===== src/rtl/core/hpa_pkg.sv =====
// ============================================================================
// hpa_pkg
// Shared types and constants of the hash partition accumulator.
// ============================================================================
package hpa_pkg;

    localparam int PART_W  = 6;
    localparam int NPART   = 64;
    localparam int NKEYS   = 4;

    localparam logic [63:0] MIX_C1 = 64'hbf58476d1ce4e5b9;
    localparam logic [63:0] MIX_C2 = 64'h94d049bb133111eb;

    localparam logic [1:0] CFG_KEY_COUNT = 2'd0;
    localparam logic [1:0] CFG_WIDE_KEYS = 2'd1;
    localparam logic [1:0] CFG_PART_BITS = 2'd2;

    typedef struct packed {
        logic        mode;
        logic [63:0] lead_key;
        logic [63:0] second_key;
        logic [63:0] third_key;
        logic [63:0] fourth_key;
        logic [63:0] row_value;
    } t_in;

    typedef struct packed {
        logic              kind;
        logic [PART_W-1:0] partition_index;
        logic [31:0]       slot_or_total;
        logic [63:0]       row_payload;
        logic              final_entry;
    } t_out;

    typedef struct packed {
        logic [2:0] key_count;
        logic       wide_keys;
        logic [2:0] partition_bits;
    } t_cfg;

    // Classified work handed from the hashing front to the counter back end.
    typedef struct packed {
        logic              mode;
        logic [PART_W-1:0] pid;
        logic [63:0]       payload;
    } t_task;

    typedef enum logic [1:0] {F_IDLE, F_HASH, F_PUSH} t_fstate;

    typedef enum logic [2:0] {
        B_IDLE, B_ROW, B_SCAN, B_FOUT
    } t_bstate;

endpackage


===== src/rtl/core/hpa_queue.sv =====
// ============================================================================
// hpa_queue
// Two-entry queue of classified work between front and back.
// ============================================================================
module hpa_queue import hpa_pkg::*; (
    input  logic  i_clk,
    input  logic  i_rst_n,
    input  logic  i_push,
    input  t_task i_task,
    output logic  o_full,
    input  logic  i_pop,
    output logic  o_empty,
    output t_task o_task
);

    t_task      r_mem [2];
    logic       r_wp, r_rp;
    logic [1:0] r_cnt;

    assign o_full  = (r_cnt == 2'd2);
    assign o_empty = (r_cnt == 2'd0);
    assign o_task  = r_mem[r_rp];

    always_ff @(posedge i_clk) begin
        if (i_push) begin
            r_mem[r_wp] <= i_task;
        end
    end

    always_ff @(posedge i_clk) begin
        if (!i_rst_n) begin
            r_wp  <= 1'b0;
            r_rp  <= 1'b0;
            r_cnt <= '0;
        end else begin
            if (i_push) begin
                r_wp <= ~r_wp;
            end
            if (i_pop) begin
                r_rp <= ~r_rp;
            end
            r_cnt <= r_cnt + 2'(i_push) - 2'(i_pop);
        end
    end

endmodule


===== config.mk =====
export PLATFORM = sky130hd
export DESIGN_NAME = hpa_queue
export DESIGN_NICKNAME = d
export VERILOG_FILES = /design/src/rtl/core/hpa_pkg.sv /design/src/rtl/core/hpa_queue.sv
export SDC_FILE = /design/constraint.sdc
export NUM_CORES = 1
export LEC_CHECK = 0
export BUFFER_PORTS_ARGS = -buffer_cell sky130_fd_sc_hd__buf_2
export CAP_MARGIN = 15
export CORE_MARGIN = 2
export CORE_UTILIZATION = 50
export CTS_BUF_LIST = sky130_fd_sc_hd__clkbuf_16
export CTS_CLUSTER_DIAMETER = 80
export DETAILED_ROUTE_END_ITERATION = 10
export GPL_ROUTABILITY_DRIVEN = 0
export PLACE_DENSITY_LB_ADDON = 0.1
export RECOVER_POWER = 25
export SYNTH_ARGS = -nofsm -noshare
export SYNTH_HDL_FRONTEND = slang
export SYNTH_SLANG_ARGS = --single-unit

===== constraint.sdc =====
create_clock -name i_clk -period 7 [get_ports i_clk]
set_input_delay 0 -clock i_clk [delete_from_list [all_inputs] [get_ports i_clk]]
set_output_delay 0 -clock i_clk [all_outputs]
set_load 0.01 [all_outputs]

-- Yosys cells after proc, flatten, opt, wreduce, memory -nomap -nowiden
Memory sizes are Yosys's and may differ from the RTL's. A register that Yosys moved wholly into a read port is not among the register bits.
Cells that the tools add are included.
- muxes and demuxes: 4
- equal/unequal tests: 1
- bitwise logic cells: 2
- reduce and logical (&&, ||, !) cells: 1
- add/sub/neg operators: 2
- operators with widths (cell ; count):
    2-to-1 mux 1 bit ; 4
    adder 2 x 1 -> 2 bit ; 1
    equality test 2 bit, second input constant ; 1
    logical NOT 2 bit ; 1
    NOT 1 bit ; 2
    subtractor 2 x 1 -> 2 bit ; 1
- bits in registers: 4
- output and inout bits: 73
- RAM bits: 142
- memories kept: 1
- memories (memory ; depth ; width ; rd ports ; clocked after Yosys merged registers in ; wr ports ; RTL line ; RTL):
    r_mem ; 2 ; 71 ; 1 ; 1 ; 1 ; hpa_queue.sv:16 ; t_task r_mem [2];

-- Depth between registers and ports, before layout
- depth in word-level cells: 3
- depth in mapped cells: 6
- mapped depth without buffers: 6

-- Worst setup path after synthesis
No wires, ideal clock.
- path kind: register to register
- from: register r_wp
- to: memory r_mem[0][0] in the netlist's numbering, enable pin
- setup slack: 3.012 ns
- cell stages (with the launch flop): 2
- library setup time: 0.510 ns
- arrival time: 3.479 ns
- cell sequence: dfxtp_1 > nor2b_1
- RTL lines (element ; RTL line ; RTL):
    start, declared ; hpa_queue.sv:17 ; logic r_wp, r_rp;
    start signal, assigned ; hpa_queue.sv:37 ; r_wp <= ~r_wp;
    end, declared ; hpa_queue.sv:16 ;
Straight into the memory's write port.

-- Worst setup path after layout
- from: register r_wp
- to: register r_wp
- cells in the longest elaborated chain, start to end: 1
- RTL lines (element ; RTL line):
    NOT 1 bit ; hpa_queue.sv:37
Every way passes these cells.
A chain may end at the register's enable or synchronous reset.

==> summary.md <==
| Metric | Value |
|---|---|
| Syn Inst Count | 242 |
| Register area share after synthesis | 76.5% |
| Max Freq | 388 MHz |
| Initial antenna violation count | 0 |
| P per Cell Area | 283 nW/um^2 |
| Mapped Avg Cell Area | 23.6 sq um |
| Rel. slew slack | 27.2% |
| Max IR drop VDD | 0.172 mV |
| Die width | 111 um |
| Final setup fails | 0 |
| Ports | 148 |
| Seq. cell area | 4370 sq um |
| Unique masters post-synth | 14 |
| Core footprint | 11300 sq um |
| First-pass DRT Iterations | 4 |
| TritonCTS clock tree | done |
| Outcome | finished clean |
| #FFs+latches synth | 147 |
| Post-synth EDFFs | 142 |
| Bufs on Longest Clock Path | 2 |
| Std-Cell Rows | 39 |
| Max H-tree Level | 4 |
| HPWL Detailed | 5.76 mm |
| Number of remaining DRC errors | 0 |
| Max Cap Violations | 0 |
| Total congestion overflow | 0 |
| Largest net degree at the start of global routing | 72 |
| First-pass GRT wire length | 15.5 mm |
| Hold slack | 0.305 ns |
| Period minus WS final | 2.58 ns |
| RSZ-0062 raised after global routing | no |
| Post-synth top flop | edfxtp_1 |
| Overall routing resource usage | 16.8% |
| Wire per inst | 15.7 um |
| Post-Syn Nets | 319 |
| Final ANT Viol Nets | 0 |
| Min-Delay Path Class | in2reg |
| # diodes | 0 |
| Cell area after synthesis | 5700 sq um |
| PortBufs | 147 |
| Footprint of the multi-input gates | 1190 sq um |
| Clk_lat worst skew | 0.41 ns |
| Num CTS Buffers | 17 |
| Pins Over Slew Limit | 0 |
| Vias/cell | 4.68 |
| Vias in the first global route | 3121 |
| CP Launch Type | flop |
| Synth area leaders | edfxtp_1, mux2_4, buf_12 |
| Clk sinks | 147 |
| Fillers | 763 |
| Crit-path max FO | 37 |
| CP Data Required Time | 7.36 ns |
| Initial Util | 50.6% |
| FFs w/ async S/R, synth | 0% |
| Worst-Margin Slew | 1.09 ns |
| Vias | 2960 |
| WS Path Type | reg2reg |
| Clock-pin slew on the worst setup and hold paths | 0.06 ns |
| Area share of the largest cell type after synthesis | 74.8% |
| Final Hold Viols | 0 |
| Final nets | 554 |
| Crit. End Element | flop |
| Setup_tns | 0 ns |
| Drt total wl | 9.91 mm |
| Die footprint | 12300 sq um |
| Starting DRC count in detailed routing | 146 |
| Count leader, synth | edfxtp_1 |
| Clock root buffer | clkbuf_16 |
| Layout cells sized above 1 | 45.5% |
| Post-synth top area cell | edfxtp_1 |
| Layout area overhead | 37.0% |
| Syn. warnings | 0 |
| Total power | 2.21 mW |
| Fin crit share | 36.8% |
| Commonest cells in the netlist | edfxtp_1, mux2_4, buf_12, dfxtp_1 |
| Max Clock Skew | 0.00827 ns |
| Leak pwr | 3.08 nW |
| CP Data Arrival Time | 2.94 ns |
| Chip height | 111 um |
## what timing repair did
item	4_1_cts	5_1_grt
hold buffers	75	0
setup buffers	0	0
setup endpoints to repair	0	0
endpoints found under the hold margin	147	0
gates resized for setup	0	0
## per-stage QoR
stage	instances	utilization (%)	setup slack, ns	cell area, sq um
final	633	69.3	4.42	7820
after global routing	633	69.3	4.19	7820
after CTS	633	69.7	4.34	7850
after detailed placement	526	57.6	4.77	6490
after global placement	526	57.6	4.80	6490
after floorplan	242	-	3.01	5700
## cell usage in the layout, fill, tap and decap left out, types with 2 or more instances in the layout
cell type / synthesis / layout
ha_1: 2 / 2
buf_2: 0 / 116
edfxtp_1: 142 / 142
dfxtp_1: 5 / 4
clkinvlp_4: 0 / 3
bufinv_16: 0 / 3
clkbuf_1: 0 / 31
buf_4: 0 / 2
and2_1: 4 / 3
inv_6: 0 / 3
inv_1: 2 / 2
nor2b_1: 4 / 3
clkbuf_16: 0 / 17
mux2_4: 70 / 70
dlygate4sd3_1: 0 / 75
clkinv_4: 0 / 4
## registers in the layout (all words and copies together) (netlist names), named ones only
signal  flops
r_cnt       2
r_rp        1
r_wp        1
r_mem     142
## final timing paths
kind | startpoint | endpoint | slack (ns) | cells after the start
min reg2reg | r_rp$_SDFFE_PN0P_ | flop | 0.59 | 2
min | i_task[49] | r_mem[1][49]$_DFFE_PP_ | 0.30 | 2
max | r_wp$_SDFFE_PN0P_ | r_wp$_SDFFE_PN0P_ | 4.42 | 4
max reg2reg | r_wp$_SDFFE_PN0P_ | r_wp$_SDFFE_PN0P_ | 4.42 | 4
## layout make-up
class	count	share of cell area, %
clock buffers	17	5.44
clock inverters	15	2.34
inverters	2	0.0961
multi-input cells	85	15.2
flip-flops and latches	147	55.9
well taps	143	2.29
repair buffers	224	18.7
## per-layer routing
layer / routed length (um) / vias up / global-route usage (%) / part of all wire, %
li1: - / 1430 / - / -
met1: 4130 / 1408 / 19.7 / 42
met2: 5000 / 106 / 28.2 / 50
met3: 587 / 16 / 5.03 / 5.9
met4: 194 / 0 / 8.25 / 2.0
met5: 0 / - / 0 / 0
## kinds of logic (layout without fill, tap and decap cells)
logic type	after synthesis	count (layout)	share of synthesized area, %
compound gates	1	1	0.132
xor+xnor	2	2	0.548
fa+ha+maj	2	2	0.439
buf+inv	10	258	2.79
flops	147	147	76.5
mux	71	71	18.6
simple gates	9	9	0.943
## report_power, final
part	switching (mW)	total (mW)	internal (mW)
logic	0.111	0.260	0.149
clock network	0.350	0.913	0.563
registers	0.0177	1.04	1.02
## worst max-delay path, stage by stage, from the launching register on
cell,delay [ns]
dfxtp_1,0.34
nor2b_4,0.85
buf_4,0.59
o21a_1,0.20
dlygate4sd3_1,0.53
(Power assumes the default switching activity.)
