===== src/rtl/core/hpa_pkg.sv =====
// ============================================================================
// hpa_pkg
// Shared types and constants of the hash partition accumulator.
// ============================================================================
package hpa_pkg;

    localparam int PART_W  = 6;
    localparam int NPART   = 64;
    localparam int NKEYS   = 4;

    localparam logic [63:0] MIX_C1 = 64'hbf58476d1ce4e5b9;
    localparam logic [63:0] MIX_C2 = 64'h94d049bb133111eb;

    localparam logic [1:0] CFG_KEY_COUNT = 2'd0;
    localparam logic [1:0] CFG_WIDE_KEYS = 2'd1;
    localparam logic [1:0] CFG_PART_BITS = 2'd2;

    typedef struct packed {
        logic        mode;
        logic [63:0] lead_key;
        logic [63:0] second_key;
        logic [63:0] third_key;
        logic [63:0] fourth_key;
        logic [63:0] row_value;
    } t_in;

    typedef struct packed {
        logic              kind;
        logic [PART_W-1:0] partition_index;
        logic [31:0]       slot_or_total;
        logic [63:0]       row_payload;
        logic              final_entry;
    } t_out;

    typedef struct packed {
        logic [2:0] key_count;
        logic       wide_keys;
        logic [2:0] partition_bits;
    } t_cfg;

    // Classified work handed from the hashing front to the counter back end.
    typedef struct packed {
        logic              mode;
        logic [PART_W-1:0] pid;
        logic [63:0]       payload;
    } t_task;

    typedef enum logic [1:0] {F_IDLE, F_HASH, F_PUSH} t_fstate;

    typedef enum logic [2:0] {
        B_IDLE, B_ROW, B_SCAN, B_FOUT
    } t_bstate;

endpackage


===== src/rtl/core/hpa_front.sv =====
// ============================================================================
// hpa_front
// Accepts items and hashes row keys into a partition index.
// ============================================================================
module hpa_front import hpa_pkg::*; (
    input  logic  i_clk,
    input  logic  i_rst_n,
    input  logic  i_valid,
    output logic  o_stall,
    input  t_in   i_data,
    input  t_cfg  i_cfg,
    output logic  o_push,
    output t_task o_task,
    input  logic  i_full
);

    localparam logic [2:0] S_M1_LO = 3'd0;
    localparam logic [2:0] S_M1_HA = 3'd1;
    localparam logic [2:0] S_M1_HB = 3'd2;
    localparam logic [2:0] S_M2_LO = 3'd3;
    localparam logic [2:0] S_M2_HA = 3'd4;
    localparam logic [2:0] S_M2_HB = 3'd5;
    localparam logic [2:0] S_FOLD  = 3'd6;

    t_fstate r_state, n_state;
    logic [63:0] r_keys [NKEYS];
    logic        r_mode;
    logic [63:0] r_value;
    logic [1:0]  r_kidx;
    logic [2:0]  r_step;
    logic [63:0] r_acc;
    logic [63:0] r_y;
    logic [PART_W-1:0] r_pid;

    logic [2:0]  kc_eff;
    logic [1:0]  kc_last;
    logic [2:0]  pb;
    logic [PART_W-1:0] mask;
    logic [63:0] xk, x, y;
    logic [31:0] ma, mb;
    logic [63:0] prod;
    logic [PART_W-1:0] h;
    logic        accept;

    always_comb begin
        kc_eff  = (i_cfg.key_count > 3'd4) ? 3'd4 : i_cfg.key_count;
        kc_last = 2'(kc_eff - 3'd1);
        pb      = i_cfg.partition_bits;
        mask    = (pb >= 3'd6) ? {PART_W{1'b1}} : ~({PART_W{1'b1}} << pb);
        xk      = i_cfg.wide_keys ? r_keys[r_kidx] : {32'd0, r_keys[r_kidx][31:0]};
        x       = xk ^ (xk >> 30);
        y       = r_acc ^ (r_acc >> 27);
        h       = r_acc[5:0] ^ r_acc[36:31];
        unique case (r_step)
            S_M1_LO: begin ma = x[31:0];    mb = MIX_C1[31:0];  end
            S_M1_HA: begin ma = x[31:0];    mb = MIX_C1[63:32]; end
            S_M1_HB: begin ma = x[63:32];   mb = MIX_C1[31:0];  end
            S_M2_LO: begin ma = y[31:0];    mb = MIX_C2[31:0];  end
            S_M2_HA: begin ma = r_y[31:0];  mb = MIX_C2[63:32]; end
            S_M2_HB: begin ma = r_y[63:32]; mb = MIX_C2[31:0];  end
            default: begin ma = '0;         mb = '0;            end
        endcase
        prod = 64'(ma) * 64'(mb);
    end

    assign accept  = i_valid && (r_state == F_IDLE);
    assign o_stall = (r_state != F_IDLE);
    assign o_push  = (r_state == F_PUSH) && !i_full;
    assign o_task  = '{mode: r_mode, pid: r_pid, payload: r_value};

    always_comb begin
        n_state = r_state;
        unique case (r_state)
            F_IDLE: begin
                if (accept) begin
                    n_state = (i_data.mode || kc_eff == 3'd0) ? F_PUSH : F_HASH;
                end
            end
            F_HASH: begin
                if (r_step == S_FOLD && r_kidx == kc_last) begin
                    n_state = F_PUSH;
                end
            end
            F_PUSH: begin
                if (!i_full) begin
                    n_state = F_IDLE;
                end
            end
            default: n_state = F_IDLE;
        endcase
    end

    always_ff @(posedge i_clk) begin
        if (!i_rst_n) begin
            r_state <= F_IDLE;
        end else begin
            r_state <= n_state;
        end
    end

    always_ff @(posedge i_clk) begin
        if (accept) begin
            r_keys[0] <= i_data.lead_key;
            r_keys[1] <= i_data.second_key;
            r_keys[2] <= i_data.third_key;
            r_keys[3] <= i_data.fourth_key;
            r_mode    <= i_data.mode;
            r_value   <= i_data.row_value;
            r_kidx    <= '0;
            r_step    <= S_M1_LO;
            r_pid     <= '0;
        end else if (r_state == F_HASH) begin
            unique case (r_step)
                S_M1_LO, S_M2_LO: r_acc <= prod;
                S_M1_HA, S_M1_HB, S_M2_HA, S_M2_HB: begin
                    r_acc[63:32] <= r_acc[63:32] + prod[31:0];
                end
                default: begin
                    r_pid <= r_pid ^ (h & mask);
                end
            endcase
            if (r_step == S_M2_LO) begin
                r_y <= y;
            end
            if (r_step == S_FOLD) begin
                r_step <= S_M1_LO;
                r_kidx <= r_kidx + 2'd1;
            end else begin
                r_step <= r_step + 3'd1;
            end
        end
    end

endmodule


===== config.mk =====
export PLATFORM = sky130hd
export DESIGN_NAME = hpa_front
export DESIGN_NICKNAME = d
export VERILOG_FILES = /design/src/rtl/core/hpa_pkg.sv /design/src/rtl/core/hpa_front.sv
export SDC_FILE = /design/constraint.sdc
export NUM_CORES = 2
export LEC_CHECK = 0
export CAP_MARGIN = 20
export CORE_MARGIN = 1
export CORE_UTILIZATION = 40
export CTS_CLUSTER_SIZE = 24
export DETAILED_ROUTE_END_ITERATION = 10
export DONT_BUFFER_PORTS = 1
export MAX_ROUTING_LAYER = met4
export SLEW_MARGIN = 20
export SYNTH_ARGS = -nofsm -noshare
export SYNTH_HDL_FRONTEND = slang
export SYNTH_SLANG_ARGS = --single-unit

===== constraint.sdc =====
create_clock -name i_clk -period 23.3 [get_ports i_clk]
set_input_delay 2.33 -clock i_clk [delete_from_list [all_inputs] [get_ports i_clk]]
set_output_delay 2.33 -clock i_clk [all_outputs]
set_load 0.05 [all_outputs]

Word-level counts from Yosys, hierarchy flattened. Memories as Yosys holds them, arrays and structs flattened. A register that Yosys moved wholly into a read port is not among the register bits. Index checks and enable logic that the tools add are counted.

Bits in registers: 206. Bits in latches: 0. Bits in writable memories: 256. ROM bits: 0. Input bits: 332. Output and inout port bits: 73. Word-level logic and storage cells: 76. Memories: 1.

Add/subtract/negate cells: 4. Multiply operators: 1. Divide/modulo/power cells: 0. Magnitude comparators: 2. Equality and inequality tests: 12. Shift operators: 1. Mux-type cells: 16. Bitwise logic cells: 8. Reductions and logical operators: 22.

Memories: r_keys (depth 4, width 64, read ports 1, clocked after Yosys merged registers in 1, wr ports 4, RTL line hpa_front.sv:26) `logic [63:0] r_keys [NKEYS];`.

Operators with widths (count): case mux 32 bit (5 select lines) (1); case mux 32 bit (4 select lines) (1); multiplier 32 x 32 -> 64 bit (1); 2-to-1 mux 64 bit (1); case mux 32 bit (2 select lines) (1); bitwise XOR 64 x 34 -> 64 bit (1); bitwise XOR 64 x 37 -> 64 bit (1); adder 32 bit (1); 2-to-1 mux 2 bit (6); AND reduction 3 bit (4); bitwise XOR 6 bit (2); equality test 3 bit, second input constant (3); OR reduction 2 bit (4); bitwise AND 6 bit (1); equality test 3 x 2 -> 1 bit, second input constant (2); logical NOT 3 bit (2); 2-to-1 mux 3 bit (2); 2-to-1 mux 6 bit (1); inequality test 2 bit, second input constant (3); inverter 6 bit (1); case mux 2 bit (3 select lines) (1); OR reduction 6 bit (1); left shift 6 x 3 -> 6 bit, first input constant (1); AND reduction 2 bit (2); 17 further kinds (22).

Depth between registers and ports, before layout.
Depth after elaboration: 7. Gate-level depth with buffers: 46. Mapped depth without buffers: 42.

Least setup slack after synthesis. OpenSTA, ideal clock, no wires.

Path kind: input -> register. From: input port i_valid. To: register with a tool-made name. Setup time: 557 ps. Arrival: 11709 ps. Data required time: 22743 ps. Setup slack: 11034 ps. Stages: 4. Path buffers: 1. Cell sequence: inv_1 -> nor2_1 -> clkbuf_1 -> nor2_1.

RTL lines: start, declared (RTL line hpa_front.sv:8) `input logic i_valid,`.

==> qor.csv <==
stage;metric;value;unit
outcome;status;finished clean;
route;num_vias;31945;
clock_tree;insertion_delay;580;ps
min_path;min_path_type;flip-flop to flip-flop;
finish;fillCellCount;11298;
critical_path;cp_common_cell;fa_1;
grt;grt_usage;0.281;
floorplan;pin_count;405;
run;maxCapViolations;0;
critical_path;worst_setup_path_end_kind;flip-flop;
timing;rsz0062_at_grt;no;
critical_path;worstReg2RegEnd;r_acc[59]$_DFFE_PP_;
finish;drive_gt1_frac;0.0552;
min_path;hp-start;r_acc[47]$_DFFE_PP_;
synth;synth_ff_type;edfxtp_1;
floorplan;die_height;350;um
floorplan;core;120000;sq um
synth;synth_nets;5767;
synth;synth.distinct_cells;76;
synth;synth_seq_cells;464;
floorplan;fp.dieW;350;um
clock_tree;clkSlewWorstSetupHoldPaths;70;ps
grt;grt_pass1_vias;34090;
synth;seq_area_frac_synth;0.285;
grt;antenna_found_initial;38;
synth;synth_edf_count;449;
clock_tree;numCtsBuffers;46;
timing;period_minus_slack;12590;ps
critical_path;arrival;12910;ps
place;dp_hpwl;138;mm
grt;grt_pass1_wl;237;mm
clock_tree;cts_setup_buffers;0;
critical_path;critPathKind;flip-flop to flip-flop;
timing;fin_ws;10710;ps
timing;setup_tns;0;ps
finish;final_util;0.432;
critical_path;path_buf_inv;6;
finish;final_common_cell;inv_1;
grt;grt_max_degree;152;
finish;nNetsFinal;5726;
route;ant_nets;0;
clock_tree;cts_buffer_depth;3;
critical_path;regToRegSetupSlack;10710;ps
grt;gr-total-overflow;0;
timing;fin_skew;17.6;ps
timing;maxClockFrequency;79.4;MHz
place;io_buffers;0;
timing;worst_slew_pin_slew;1260;ps
clock_tree;clock-sinks;464;
timing;fin_crit_sh;0.540;
critical_path;cpLargestDelayFamily;adder cells;
synth;syn_avg_cell_area;11.4;sq um
clock_tree;cts-root-buf;clkbuf_16;
critical_path;ff2ff_path_depth;38;
min_path;min_delay_path_depth;0;
floorplan;dieArea;122000;sq um
critical_path;cp-start-kind;flip-flop;
route;via_per_inst;5.44;
timing;slew_headroom;0.158;
route;wire_per_inst;27.8;um
synth;ys_async_sr_fraction;0;
timing;fin_hold_ws;519;ps
synth;syn-cell-area;48400;sq um
route;drtIter0Drc;3499;
clock_tree;cts_tree;yes;
route;wirelength;163;mm
floorplan;num_rows;127;
clock_tree;cts_hold_buf;0;
finish;syn_to_final_growth;7.11;%
min_path;hold_path_end;r_y[47]$_DFFE_PP_;
timing;finalMaxSlewViolations;0;
clock_tree;h-tree-depth;2;
place;dp_slack;10730;ps
clock_tree;ctsResizeCount;0;
critical_path;slowest_stage;o2111a_1;
timing;hold_viol;0;
finish;layout_common_cells;inv_1, fa_1, edfxtp_1;
synth;ys_warn_count;0;
critical_path;cp_slowest_stage_delay;830;ps
place;gp_congestion;1.03;
critical_path;cp_max_fo;35;
route;drc;0;
timing;setup_viol;0;
critical_path;required;23620;ps
floorplan;initial_core_util;0.404;
route;dr.pass1.iters;7;
synth;syn_inst;4247;
==> per-layer routing <==
layer	part of all wire	GRT usage	up-vias	wire (um)
met5	0	-	-	0
met4	0.043	0.105	0	7000
met3	0.097	0.0624	332	15800
met2	0.47	0.438	1720	77400
met1	0.39	0.357	16431	62900
li1	-	-	13462	-
==> flip-flops by register name, summed over array words and instances (netlist names), named ones only <==
name / cells
r_value: 64
r_state: 2
r_mode: 1
r_keys: 256
r_kidx: 2
r_pid: 6
r_step: 3
r_acc: 64
r_y: 64
==> metrics by stage <==
stage          cell area (sq um)  std cells
5_1_grt                    51900       5868
4_1_cts                    51800       5853
2_1_floorplan              48400       4247
3_5_place_dp               50400       5770
6_report                   51900       5873
3_3_place_gp               50400       5770
==> cells in the mapped netlist, drive strengths merged (6+ instances only) <==
cell    instances  area (sq um)
and2           17           106
mux4           64          1440
and3           10          62.6
inv          1015          3810
xor2          109           955
clkbuf        101           379
nand2         317          1190
nand3          16          80.1
a31oi          10          62.6
nand2b          6          37.5
fa            833         16700
a222oi          7          70.1
edfxtp        449         13500
buf            36           174
o21ai          80           408
or2             8          50.1
a22oi          25           188
o21a            7          52.6
ha            355          4440
a211oi         15           118
nand4          18           113
nor4            6          37.5
a21oi         184           925
o2111a         22           248
o21bai         17           128
a221oi          6          58.8
nor2b           8          50.1
dfxtp          15           300
xnor2          64           561
mux2i           6          60.1
nor3           20           100
a21o           38           285
nor2          288          1080
==> layout make-up <==
cell class | instances | area, sq um | area share
Antenna cell | 20 | 50.0 | 0.000965
Clock buffer | 57 | 1210 | 0.0234
Clock inverter | 26 | 256 | 0.00494
Inverter | 1015 | 3810 | 0.0734
Multi-Input combinational cell | 2631 | 30400 | 0.585
Sequential cell | 464 | 13800 | 0.266
Tap cell | 1612 | 2020 | 0.0389
Timing Repair Buffer | 48 | 373 | 0.00719
==> worst max-delay path by stage <==
stage,from,endpoint,slack [ps],depth (start not counted)
2_1_floorplan,i_valid,flip-flop,11030,4
3_3_place_gp,i_cfg[3],r_acc[63]$_DFFE_PP_,10670,34
3_5_place_dp,i_cfg[3],r_acc[63]$_DFFE_PP_,10730,33
4_1_cts,flip-flop,r_acc[63]$_DFFE_PP_,10830,33
5_1_grt,flip-flop,r_acc[63]$_DFFE_PP_,10230,35
6_report,flip-flop,r_acc[59]$_DFFE_PP_,10710,38
==> worst register-to-register path, delay by kind of cell, from the launching register on <==
family,cells,cell delay [ps]
compound gates,12,3240
xor+xnor,3,1080
fa+ha+maj,10,4340
buf+inv,6,1320
flops,1,750
mux,1,690
simple gates,6,910
==> logic make-up (layout without fill, tap and decap cells) <==
logic type               Yosys count  after routing  synth area share
adder cells (fa/ha/maj)         1188           1188             0.436
buffers and inverters           1152           1146            0.0901
AND/OR/NAND/NOR                  728            728            0.0623
AO/OA/AOI/OAI                    470            470            0.0643
flip-flops                       464            464             0.285
XOR/XNOR                         173            173            0.0313
multiplexers                      72             72            0.0315
other                              0             20                 0
Power is not shown: default switching activity piles up to over one toggle a cycle in this logic, so the estimate is an artifact.
