File: config.mk
export PLATFORM = sky130hd
export DESIGN_NAME = hpa_back
export DESIGN_NICKNAME = d
export VERILOG_FILES = /design/src/rtl/core/hpa_pkg.sv /design/src/rtl/core/hpa_back.sv
export SDC_FILE = /design/constraint.sdc
export NUM_CORES = 2
export LEC_CHECK = 0
export BUFFER_PORTS_ARGS = -buffer_cell sky130_fd_sc_hd__buf_2
export CORE_AREA = 2 2 446 338
export CTS_CLUSTER_SIZE = 28
export DETAILED_ROUTE_END_ITERATION = 10
export DIE_AREA = 0 0 448 340
export PLACE_DENSITY = 0.79
export SLEW_MARGIN = 20
export SYNTH_ARGS = -nofsm -noshare
export SYNTH_HDL_FRONTEND = slang
export SYNTH_SLANG_ARGS = --single-unit
File: constraint.sdc
create_clock -name i_clk -period 8.5 [get_ports i_clk]
set_input_delay 2.55 -clock i_clk [delete_from_list [all_inputs] [get_ports i_clk]]
set_output_delay 2.55 -clock i_clk [all_outputs]
set_load 0.02 [all_outputs]
File: src/rtl/core/hpa_pkg.sv
// ============================================================================
// hpa_pkg
// Shared types and constants of the hash partition accumulator.
// ============================================================================
package hpa_pkg;

    localparam int PART_W  = 6;
    localparam int NPART   = 64;
    localparam int NKEYS   = 4;

    localparam logic [63:0] MIX_C1 = 64'hbf58476d1ce4e5b9;
    localparam logic [63:0] MIX_C2 = 64'h94d049bb133111eb;

    localparam logic [1:0] CFG_KEY_COUNT = 2'd0;
    localparam logic [1:0] CFG_WIDE_KEYS = 2'd1;
    localparam logic [1:0] CFG_PART_BITS = 2'd2;

    typedef struct packed {
        logic        mode;
        logic [63:0] lead_key;
        logic [63:0] second_key;
        logic [63:0] third_key;
        logic [63:0] fourth_key;
        logic [63:0] row_value;
    } t_in;

    typedef struct packed {
        logic              kind;
        logic [PART_W-1:0] partition_index;
        logic [31:0]       slot_or_total;
        logic [63:0]       row_payload;
        logic              final_entry;
    } t_out;

    typedef struct packed {
        logic [2:0] key_count;
        logic       wide_keys;
        logic [2:0] partition_bits;
    } t_cfg;

    // Classified work handed from the hashing front to the counter back end.
    typedef struct packed {
        logic              mode;
        logic [PART_W-1:0] pid;
        logic [63:0]       payload;
    } t_task;

    typedef enum logic [1:0] {F_IDLE, F_HASH, F_PUSH} t_fstate;

    typedef enum logic [2:0] {
        B_IDLE, B_ROW, B_SCAN, B_FOUT
    } t_bstate;

endpackage

File: src/rtl/core/hpa_back.sv
// ============================================================================
// hpa_back
// Fill counters, row slot assignment and the finalize scan.
// ============================================================================
module hpa_back import hpa_pkg::*; (
    input  logic  i_clk,
    input  logic  i_rst_n,
    input  logic  i_empty,
    input  t_task i_task,
    output logic  o_pop,
    output logic  o_valid,
    input  logic  i_stall,
    output t_out  o_data
);

    t_bstate r_state, n_state;
    logic [31:0]       r_fill [NPART];
    logic [31:0]       r_rd;
    logic [NPART-1:0]  r_nz;
    logic [PART_W-1:0] r_p;
    logic [63:0]       r_payload;
    logic              r_ov;
    t_out              r_out;

    logic [PART_W-1:0] rd_addr;
    logic [31:0]       cnt;
    logic              out_free;
    logic              emit_row, emit_tot, last;

    assign out_free = !r_ov || !i_stall;
    assign o_pop    = (r_state == B_IDLE) && !i_empty;
    assign rd_addr  = (r_state == B_IDLE) ? i_task.pid : r_p;
    assign cnt      = r_nz[r_p] ? r_rd : 32'd0;
    assign last     = ((r_nz >> r_p) >> 1) == '0;
    assign emit_row = (r_state == B_ROW) && out_free;
    assign emit_tot = (r_state == B_FOUT) && out_free;
    assign o_valid  = r_ov;
    assign o_data   = r_out;

    always_comb begin
        n_state = r_state;
        unique case (r_state)
            B_IDLE: begin
                if (!i_empty) begin
                    n_state = i_task.mode ? B_SCAN : B_ROW;
                end
            end
            B_ROW: begin
                if (out_free) begin
                    n_state = B_IDLE;
                end
            end
            B_SCAN: begin
                if (r_nz[r_p]) begin
                    n_state = B_FOUT;
                end else if (r_p == PART_W'(NPART - 1)) begin
                    n_state = B_IDLE;
                end
            end
            B_FOUT: begin
                if (out_free) begin
                    n_state = (r_p == PART_W'(NPART - 1)) ? B_IDLE : B_SCAN;
                end
            end
            default: n_state = B_IDLE;
        endcase
    end

    always_ff @(posedge i_clk) begin
        r_rd <= r_fill[rd_addr];
        if (emit_row) begin
            r_fill[r_p] <= (cnt == 32'hffffffff) ? cnt : cnt + 32'd1;
        end
    end

    always_ff @(posedge i_clk) begin
        if (o_pop) begin
            r_p       <= i_task.mode ? '0 : i_task.pid;
            r_payload <= i_task.payload;
        end else if ((r_state == B_SCAN && !r_nz[r_p]) || emit_tot) begin
            r_p <= r_p + PART_W'(1);
        end
        if (emit_row) begin
            r_out <= '{kind: 1'b0, partition_index: r_p, slot_or_total: cnt,
                       row_payload: r_payload, final_entry: 1'b1};
        end else if (emit_tot) begin
            r_out <= '{kind: 1'b1, partition_index: r_p, slot_or_total: cnt,
                       row_payload: 64'd0, final_entry: last};
        end
    end

    always_ff @(posedge i_clk) begin
        if (!i_rst_n) begin
            r_state <= B_IDLE;
            r_nz    <= '0;
            r_ov    <= 1'b0;
        end else begin
            r_state <= n_state;
            if (emit_row) begin
                r_nz[r_p] <= 1'b1;
            end else if (emit_tot) begin
                r_nz[r_p] <= 1'b0;
            end
            if (emit_row || emit_tot) begin
                r_ov <= 1'b1;
            end else if (!i_stall) begin
                r_ov <= 1'b0;
            end
        end
    end

endmodule

## After elaboration in Yosys (flattened, before gate mapping)

Memories as Yosys holds them, arrays and structs flattened. A register that Yosys moved wholly into a read port is not among the register bits.
Index checks and enable logic that the tools add are counted.

- Register bits: 242
- RAM bits: 2,048
- Input bits: 75
- Word-level logic and storage cells: 72
- Memories kept: 1

Memories:

| name | words | width | read ports | clocked after memory_dff | write ports | line | text |
|---|---|---|---|---|---|---|---|
| r_fill | 64 | 32 | 1 | 1 | 1 | hpa_back.sv:17 | `logic [31:0] r_fill [NPART];` |

- Add/sub/neg operators: 2
- $lt $le $gt $ge: 2
- Equal/unequal tests: 10
- Shift-type cells: 1
- Muxes and demuxes: 26
- Bitwise operators: 3
- Reductions and logical operators: 17

Operator list:

| cell | count |
|---|---|
| 103-bit two-way mux | 2 |
| 64-bit two-way mux | 2 |
| 64-bit bitwise AND | 1 |
| 64-bit logical NOT | 1 |
| 32-bit two-way mux | 2 |
| 64-bit inverter | 1 |
| 64-bit OR | 1 |
| 64-bit by 6-bit >> shifter with 64-bit output | 1 |
| 32-bit by 1-bit adder with 32-bit output, second input constant | 1 |
| 32-bit == test, second input constant | 1 |
| 6-bit two-way mux | 4 |
| 3-bit two-way mux | 5 |
| 3-bit one-hot mux with 4 select lines | 1 |
| 6-bit by 7-bit less-than comparator with 1-bit output, second input constant | 1 |
| 6-bit by 1-bit adder with 6-bit output, second input constant | 1 |
| 1-bit binary-select mux with 6-bit select | 1 |
| 1-bit demux with 6-bit select | 1 |
| 3-bit by 2-bit == test with 1-bit output, second input constant | 2 |
| 6-bit == test, second input constant | 1 |
| 6-bit by 1-bit >= comparator with 1-bit output, second input constant | 1 |
| 1-bit two-way mux | 6 |
| 2-bit != test, second input constant | 3 |
| 1-bit logical AND | 5 |
| 1-bit logical NOT | 4 |
| other kinds (8) | 12 |

## Longest topological paths before layout

- Word-level depth: 8
- Mapped depth: 13
- Depth with buffers taken out: 9

## Worst setup path after synthesis

No wires, ideal clock.

- Kind: input to output
- Start: input i_empty
- End: output o_pop
- Arrival: 4.974 ns
- Required time: 5.950 ns
- Path slack: 0.976 ns
- Stages: 2
- Cell sequence: nor3_1 -> clkbuf_1

- Word-level cells in the longest chain between the ends: 2

RTL lines:

| what | line | text |
|---|---|---|
| start: declaration | hpa_back.sv:8 | `input logic i_empty,` |
| 1-bit logical NOT | -- |  |
| 1-bit logical AND | hpa_back.sv:31 | `assign o_pop = (r_state == B_IDLE) && !i_empty;` |
| end: declaration | hpa_back.sv:10 | `output logic o_pop,` |

Every way passes these cells.

## Final worst setup path

- Start: input i_task[64] in the netlist's numbering
- End: register r_rd[28] (read register of r_fill)

- Word-level cells in the longest chain between the ends: 1

RTL lines:

| what | line | text |
|---|---|---|
| start: declaration | hpa_back.sv:9 | `input t_task i_task,` |
| 6-bit two-way mux | hpa_back.sv:32 | `assign rd_addr = (r_state == B_IDLE) ? i_task.pid : r_p;` |
| end: declaration | hpa_back.sv:18 | `logic [31:0] r_rd;` |

Every way passes these cells.
A chain may end at the register's enable or synchronous reset.

==> flow_summary.yaml <==
clocking:
  cts.htree.levels: 4
  cts_setup_buffers: 0
  clk_latency_ns: 0.86
  cts_buffers: 204
  cts_tree: "built"
  cts_buffer_depth: 3
  post_cts_resized: 0
  clock-sinks: 2321
  ctsHoldBuffers: 0
  root_buffer: "clkbuf_16"
  clk_pin_slew_ns: 0.07
floorplan:
  io_pins: 181
  die_w_um: 448
  rows: 123
  dieArea_um2: 152300
  die_y_um: 340
  start_util_pct: 61.43
  core_um2: 148400
logic_synthesis:
  syn_area_um2: 91140
  syn_inst: 4721
  synth_nets: 4797
  yosysWarnings: 0
  synth-edff-count: 2220
  yosysSeqAreaShare_pct: 75.36
  synth_ff_type: "edfxtp_1"
  ys_async_sr_fraction_pct: 0
  yosysUniqueCellTypes: 76
  syn_area_per_cell_um2: 19.31
  yosys_register_bits: 2321
setup_path:
  r2r_end: "r_fill[29][26]$_DFFE_PP_"
  cpMostUsedCell: "a211oi_1"
  crit_path_start_kind: "input port"
  slowest_stage: "a211oi_1"
  worst-endpoint-required_ns: 9.17
  cpPeakStageDelay_ns: 1.00
  cp_max_fo: 66
  endpoint_kind: "register"
  ff2ff_path_depth: 12
  crit_end: "r_rd[28]$_DFF_P_"
  crit-reg2reg-launch: "r_p[1]$_DFFE_PP_"
  rrSetupSlack_ns: 3.15
  critical_path_class: "input port to register"
  critPathLaunch: "i_task[64]"
  crit_arrival_ns: 6.65
  path_cells: "buf_2, mux2i_4, buf_12, buf_4, mux4_2, and2_1, a211oi_1, a311oi_1, a211oi_1, a21oi_1"
hold_path:
  worstHoldPathType: "register to register"
cells_and_area:
  multi_input_area_um2: 21890
  area_delta_synth_final_pct: 12.77
  fillers: 8698
  final_cell_count_no_fill: 7173
  regArea_um2: 68690
  layout.nets: 5070
  drive_gt1_share_pct: 25.82
timing:
  slew_violations: 0
  fin_setup_tns_ns: 0
  fin_crit_ns: 5.984
  worstMarginPinSlew_ns: 1.370
  timing.final.crit_share_pct: 70.40
  grt_setup_unrepaired: "false"
  setup_viol: 0
  max_freq_mhz: 167.1
  finalClockSkew_ns: 0.03251
  hold_viol: 0
  maxSlewHeadroom_pct: 8.076
detailed_routing:
  routedWlPerCell_um: 34.20
  drt_iter0_markers: 8239
  num_vias: 50580
  viasPerCell: 7.052
  routed_wl_um: 245300
  firstDrtPassIters: 8
  drtAntennaViolNets: 0
  drc_errors: 0
power:
  vdd.ir_drop.worst_mv: 0.2597
  p_leak_nw: 32.82
  total_power_w: 0.03002
  p_per_area_nw_per_um2: 292.0
placed_design:
  port_buffers: 180
  dp.cells: 6787
  hpwlAfterDp_um: 132900
  place_congestion: 0.9153
global_route:
  grt_use_total_pct: 32.56
  antenna_found_initial: 5
  grt_max_degree: 132
  grt-ovfl-total: 0
  grt_pass1_vias: 50260
  grt_first_pass_wirelength_um: 352700
flow_run:
  cap_violations: 0
outcome:
  status: "finished clean"
## kinds of logic after synthesis
| family | after synthesis | share of synthesized area, % |
|---|---|---|
| AO/OA/AOI/OAI | 587 | 4.478 |
| XOR/XNOR | 30 | 0.2883 |
| adder cells (fa/ha/maj) | 1 | 0.01373 |
| buffers and inverters | 325 | 1.525 |
| flip-flops | 2321 | 75.36 |
| multiplexers | 590 | 13.78 |
| AND/OR/NAND/NOR | 867 | 4.554 |
## stage by stage
| step | hold slack [ns] | utilization (%) | cell area [um^2] | setup slack, ns |
|---|---|---|---|---|
| detailed placement | 0.4509 | 64.63 | 95890 | 1.820 |
| global route | 0.4945 | 69.27 | 102800 | 2.413 |
| finish | 0.4547 | 69.28 | 102800 | 2.516 |
| floorplan | 0.4557 | - | 91140 | 0.9763 |
| CTS | 0.4615 | 69.23 | 102700 | 2.622 |
| global placement | 0.4398 | 64.46 | 95640 | 1.755 |
## synth_stat cells (all sizes together), types with 3 or more instances
cell type,n,area share [%]
mux2i,45,0.50
buf,119,0.68
or3,7,0.048
nand3b,8,0.066
nand2,345,1.4
a21o,4,0.033
o31a,3,0.029
o21a,7,0.059
clkbuf,184,0.76
xnor2,12,0.12
nand4,7,0.048
o22ai,4,0.027
and3,14,0.096
edfxtp,2220,73
a31oi,71,0.49
xor2,18,0.17
o21ai,26,0.14
mux2,15,0.19
o31ai,6,0.049
nand3,16,0.088
nor2b,18,0.12
a211oi,173,1.4
inv,19,0.078
nor3,24,0.14
a311oi,95,0.91
dfxtp,101,2.2
nor4,11,0.082
clkinv,3,0.012
a21oi,157,0.86
and2,234,1.6
nor2,163,0.68
a2111oi,7,0.074
o32a,7,0.077
mux4,530,13
nand2b,13,0.089
## cells in the final DEF (no fill, tap or decap), types with 10 or more instances in the layout
cell,count
buf_12,26
edfxtp_1,2220
and2_1,233
clkinv_2,33
mux2_2,13
bufinv_16,25
inv_1,11
xnor2_1,11
nand2_1,345
clkbuf_16,205
clkinv_1,44
a211oi_1,164
nand2b_1,13
nor3_1,20
dfxtp_1,100
nor4_1,10
nand3_1,15
xor2_1,18
nor2_1,75
nor2b_1,18
a21oi_1,156
mux4_2,530
and3_1,13
buf_4,157
mux2i_1,39
clkbuf_1,49
a31oi_1,71
buf_2,180
nor2_4,85
o21ai_0,24
a311oi_1,95
## final cells by class
class / count / share of cell area, %
Timing Repair Buffer: 370 / 2.701
Inverter: 22 / 0.08400
Sequential cell: 2321 / 66.83
Antenna cell: 6 / 0.01461
Tap cell: 2000 / 2.435
Clock inverter: 118 / 1.376
Clock buffer: 261 / 5.264
Multi-Input combinational cell: 2075 / 21.30
## critical path: cells and delay by family
kind,cells,cell delay (ns)
simple gates,1,0.17
mux,2,1.13
compound gates,4,1.59
buf+inv,3,1.04
## report_power, final
part           total, W  internal [W]  switching [W]
clock network   0.00950       0.00529        0.00420
logic           0.00649       0.00207        0.00443
registers        0.0140        0.0138       0.000272
## state kept, by name (all words and copies together), names as in the netlist, named ones only
name       count
r_rd          32
r_state        2
o_data       104
r_payload     64
o_valid        1
r_fill      2048
r_p            6
## routing by layer
metal	global-route usage [%]	routed length, um	vias up
met5	0	18	-
met1	44.84	85170	25990
li1	-	-	19820
met3	8.954	32390	652
met2	49.19	115700	4116
met4	15.18	12100	4
## how the worst min path moves through the flow
stage                     cells past startpoint                      from                  endpoint  slack, ns
after global placement                        2  o_data[103]$_SDFFE_PP0P_  o_data[103]$_SDFFE_PP0P_       0.44
after detailed placement                      2  o_data[103]$_SDFFE_PP0P_  o_data[103]$_SDFFE_PP0P_       0.45
final                                         2  o_data[103]$_SDFFE_PP0P_  o_data[103]$_SDFFE_PP0P_       0.45
after CTS                                     2  o_data[103]$_SDFFE_PP0P_  o_data[103]$_SDFFE_PP0P_       0.46
after global routing                          2  o_data[103]$_SDFFE_PP0P_  o_data[103]$_SDFFE_PP0P_       0.49
after floorplan                               2                  register                  register       0.46
Power figures use the tool's default switching activity.
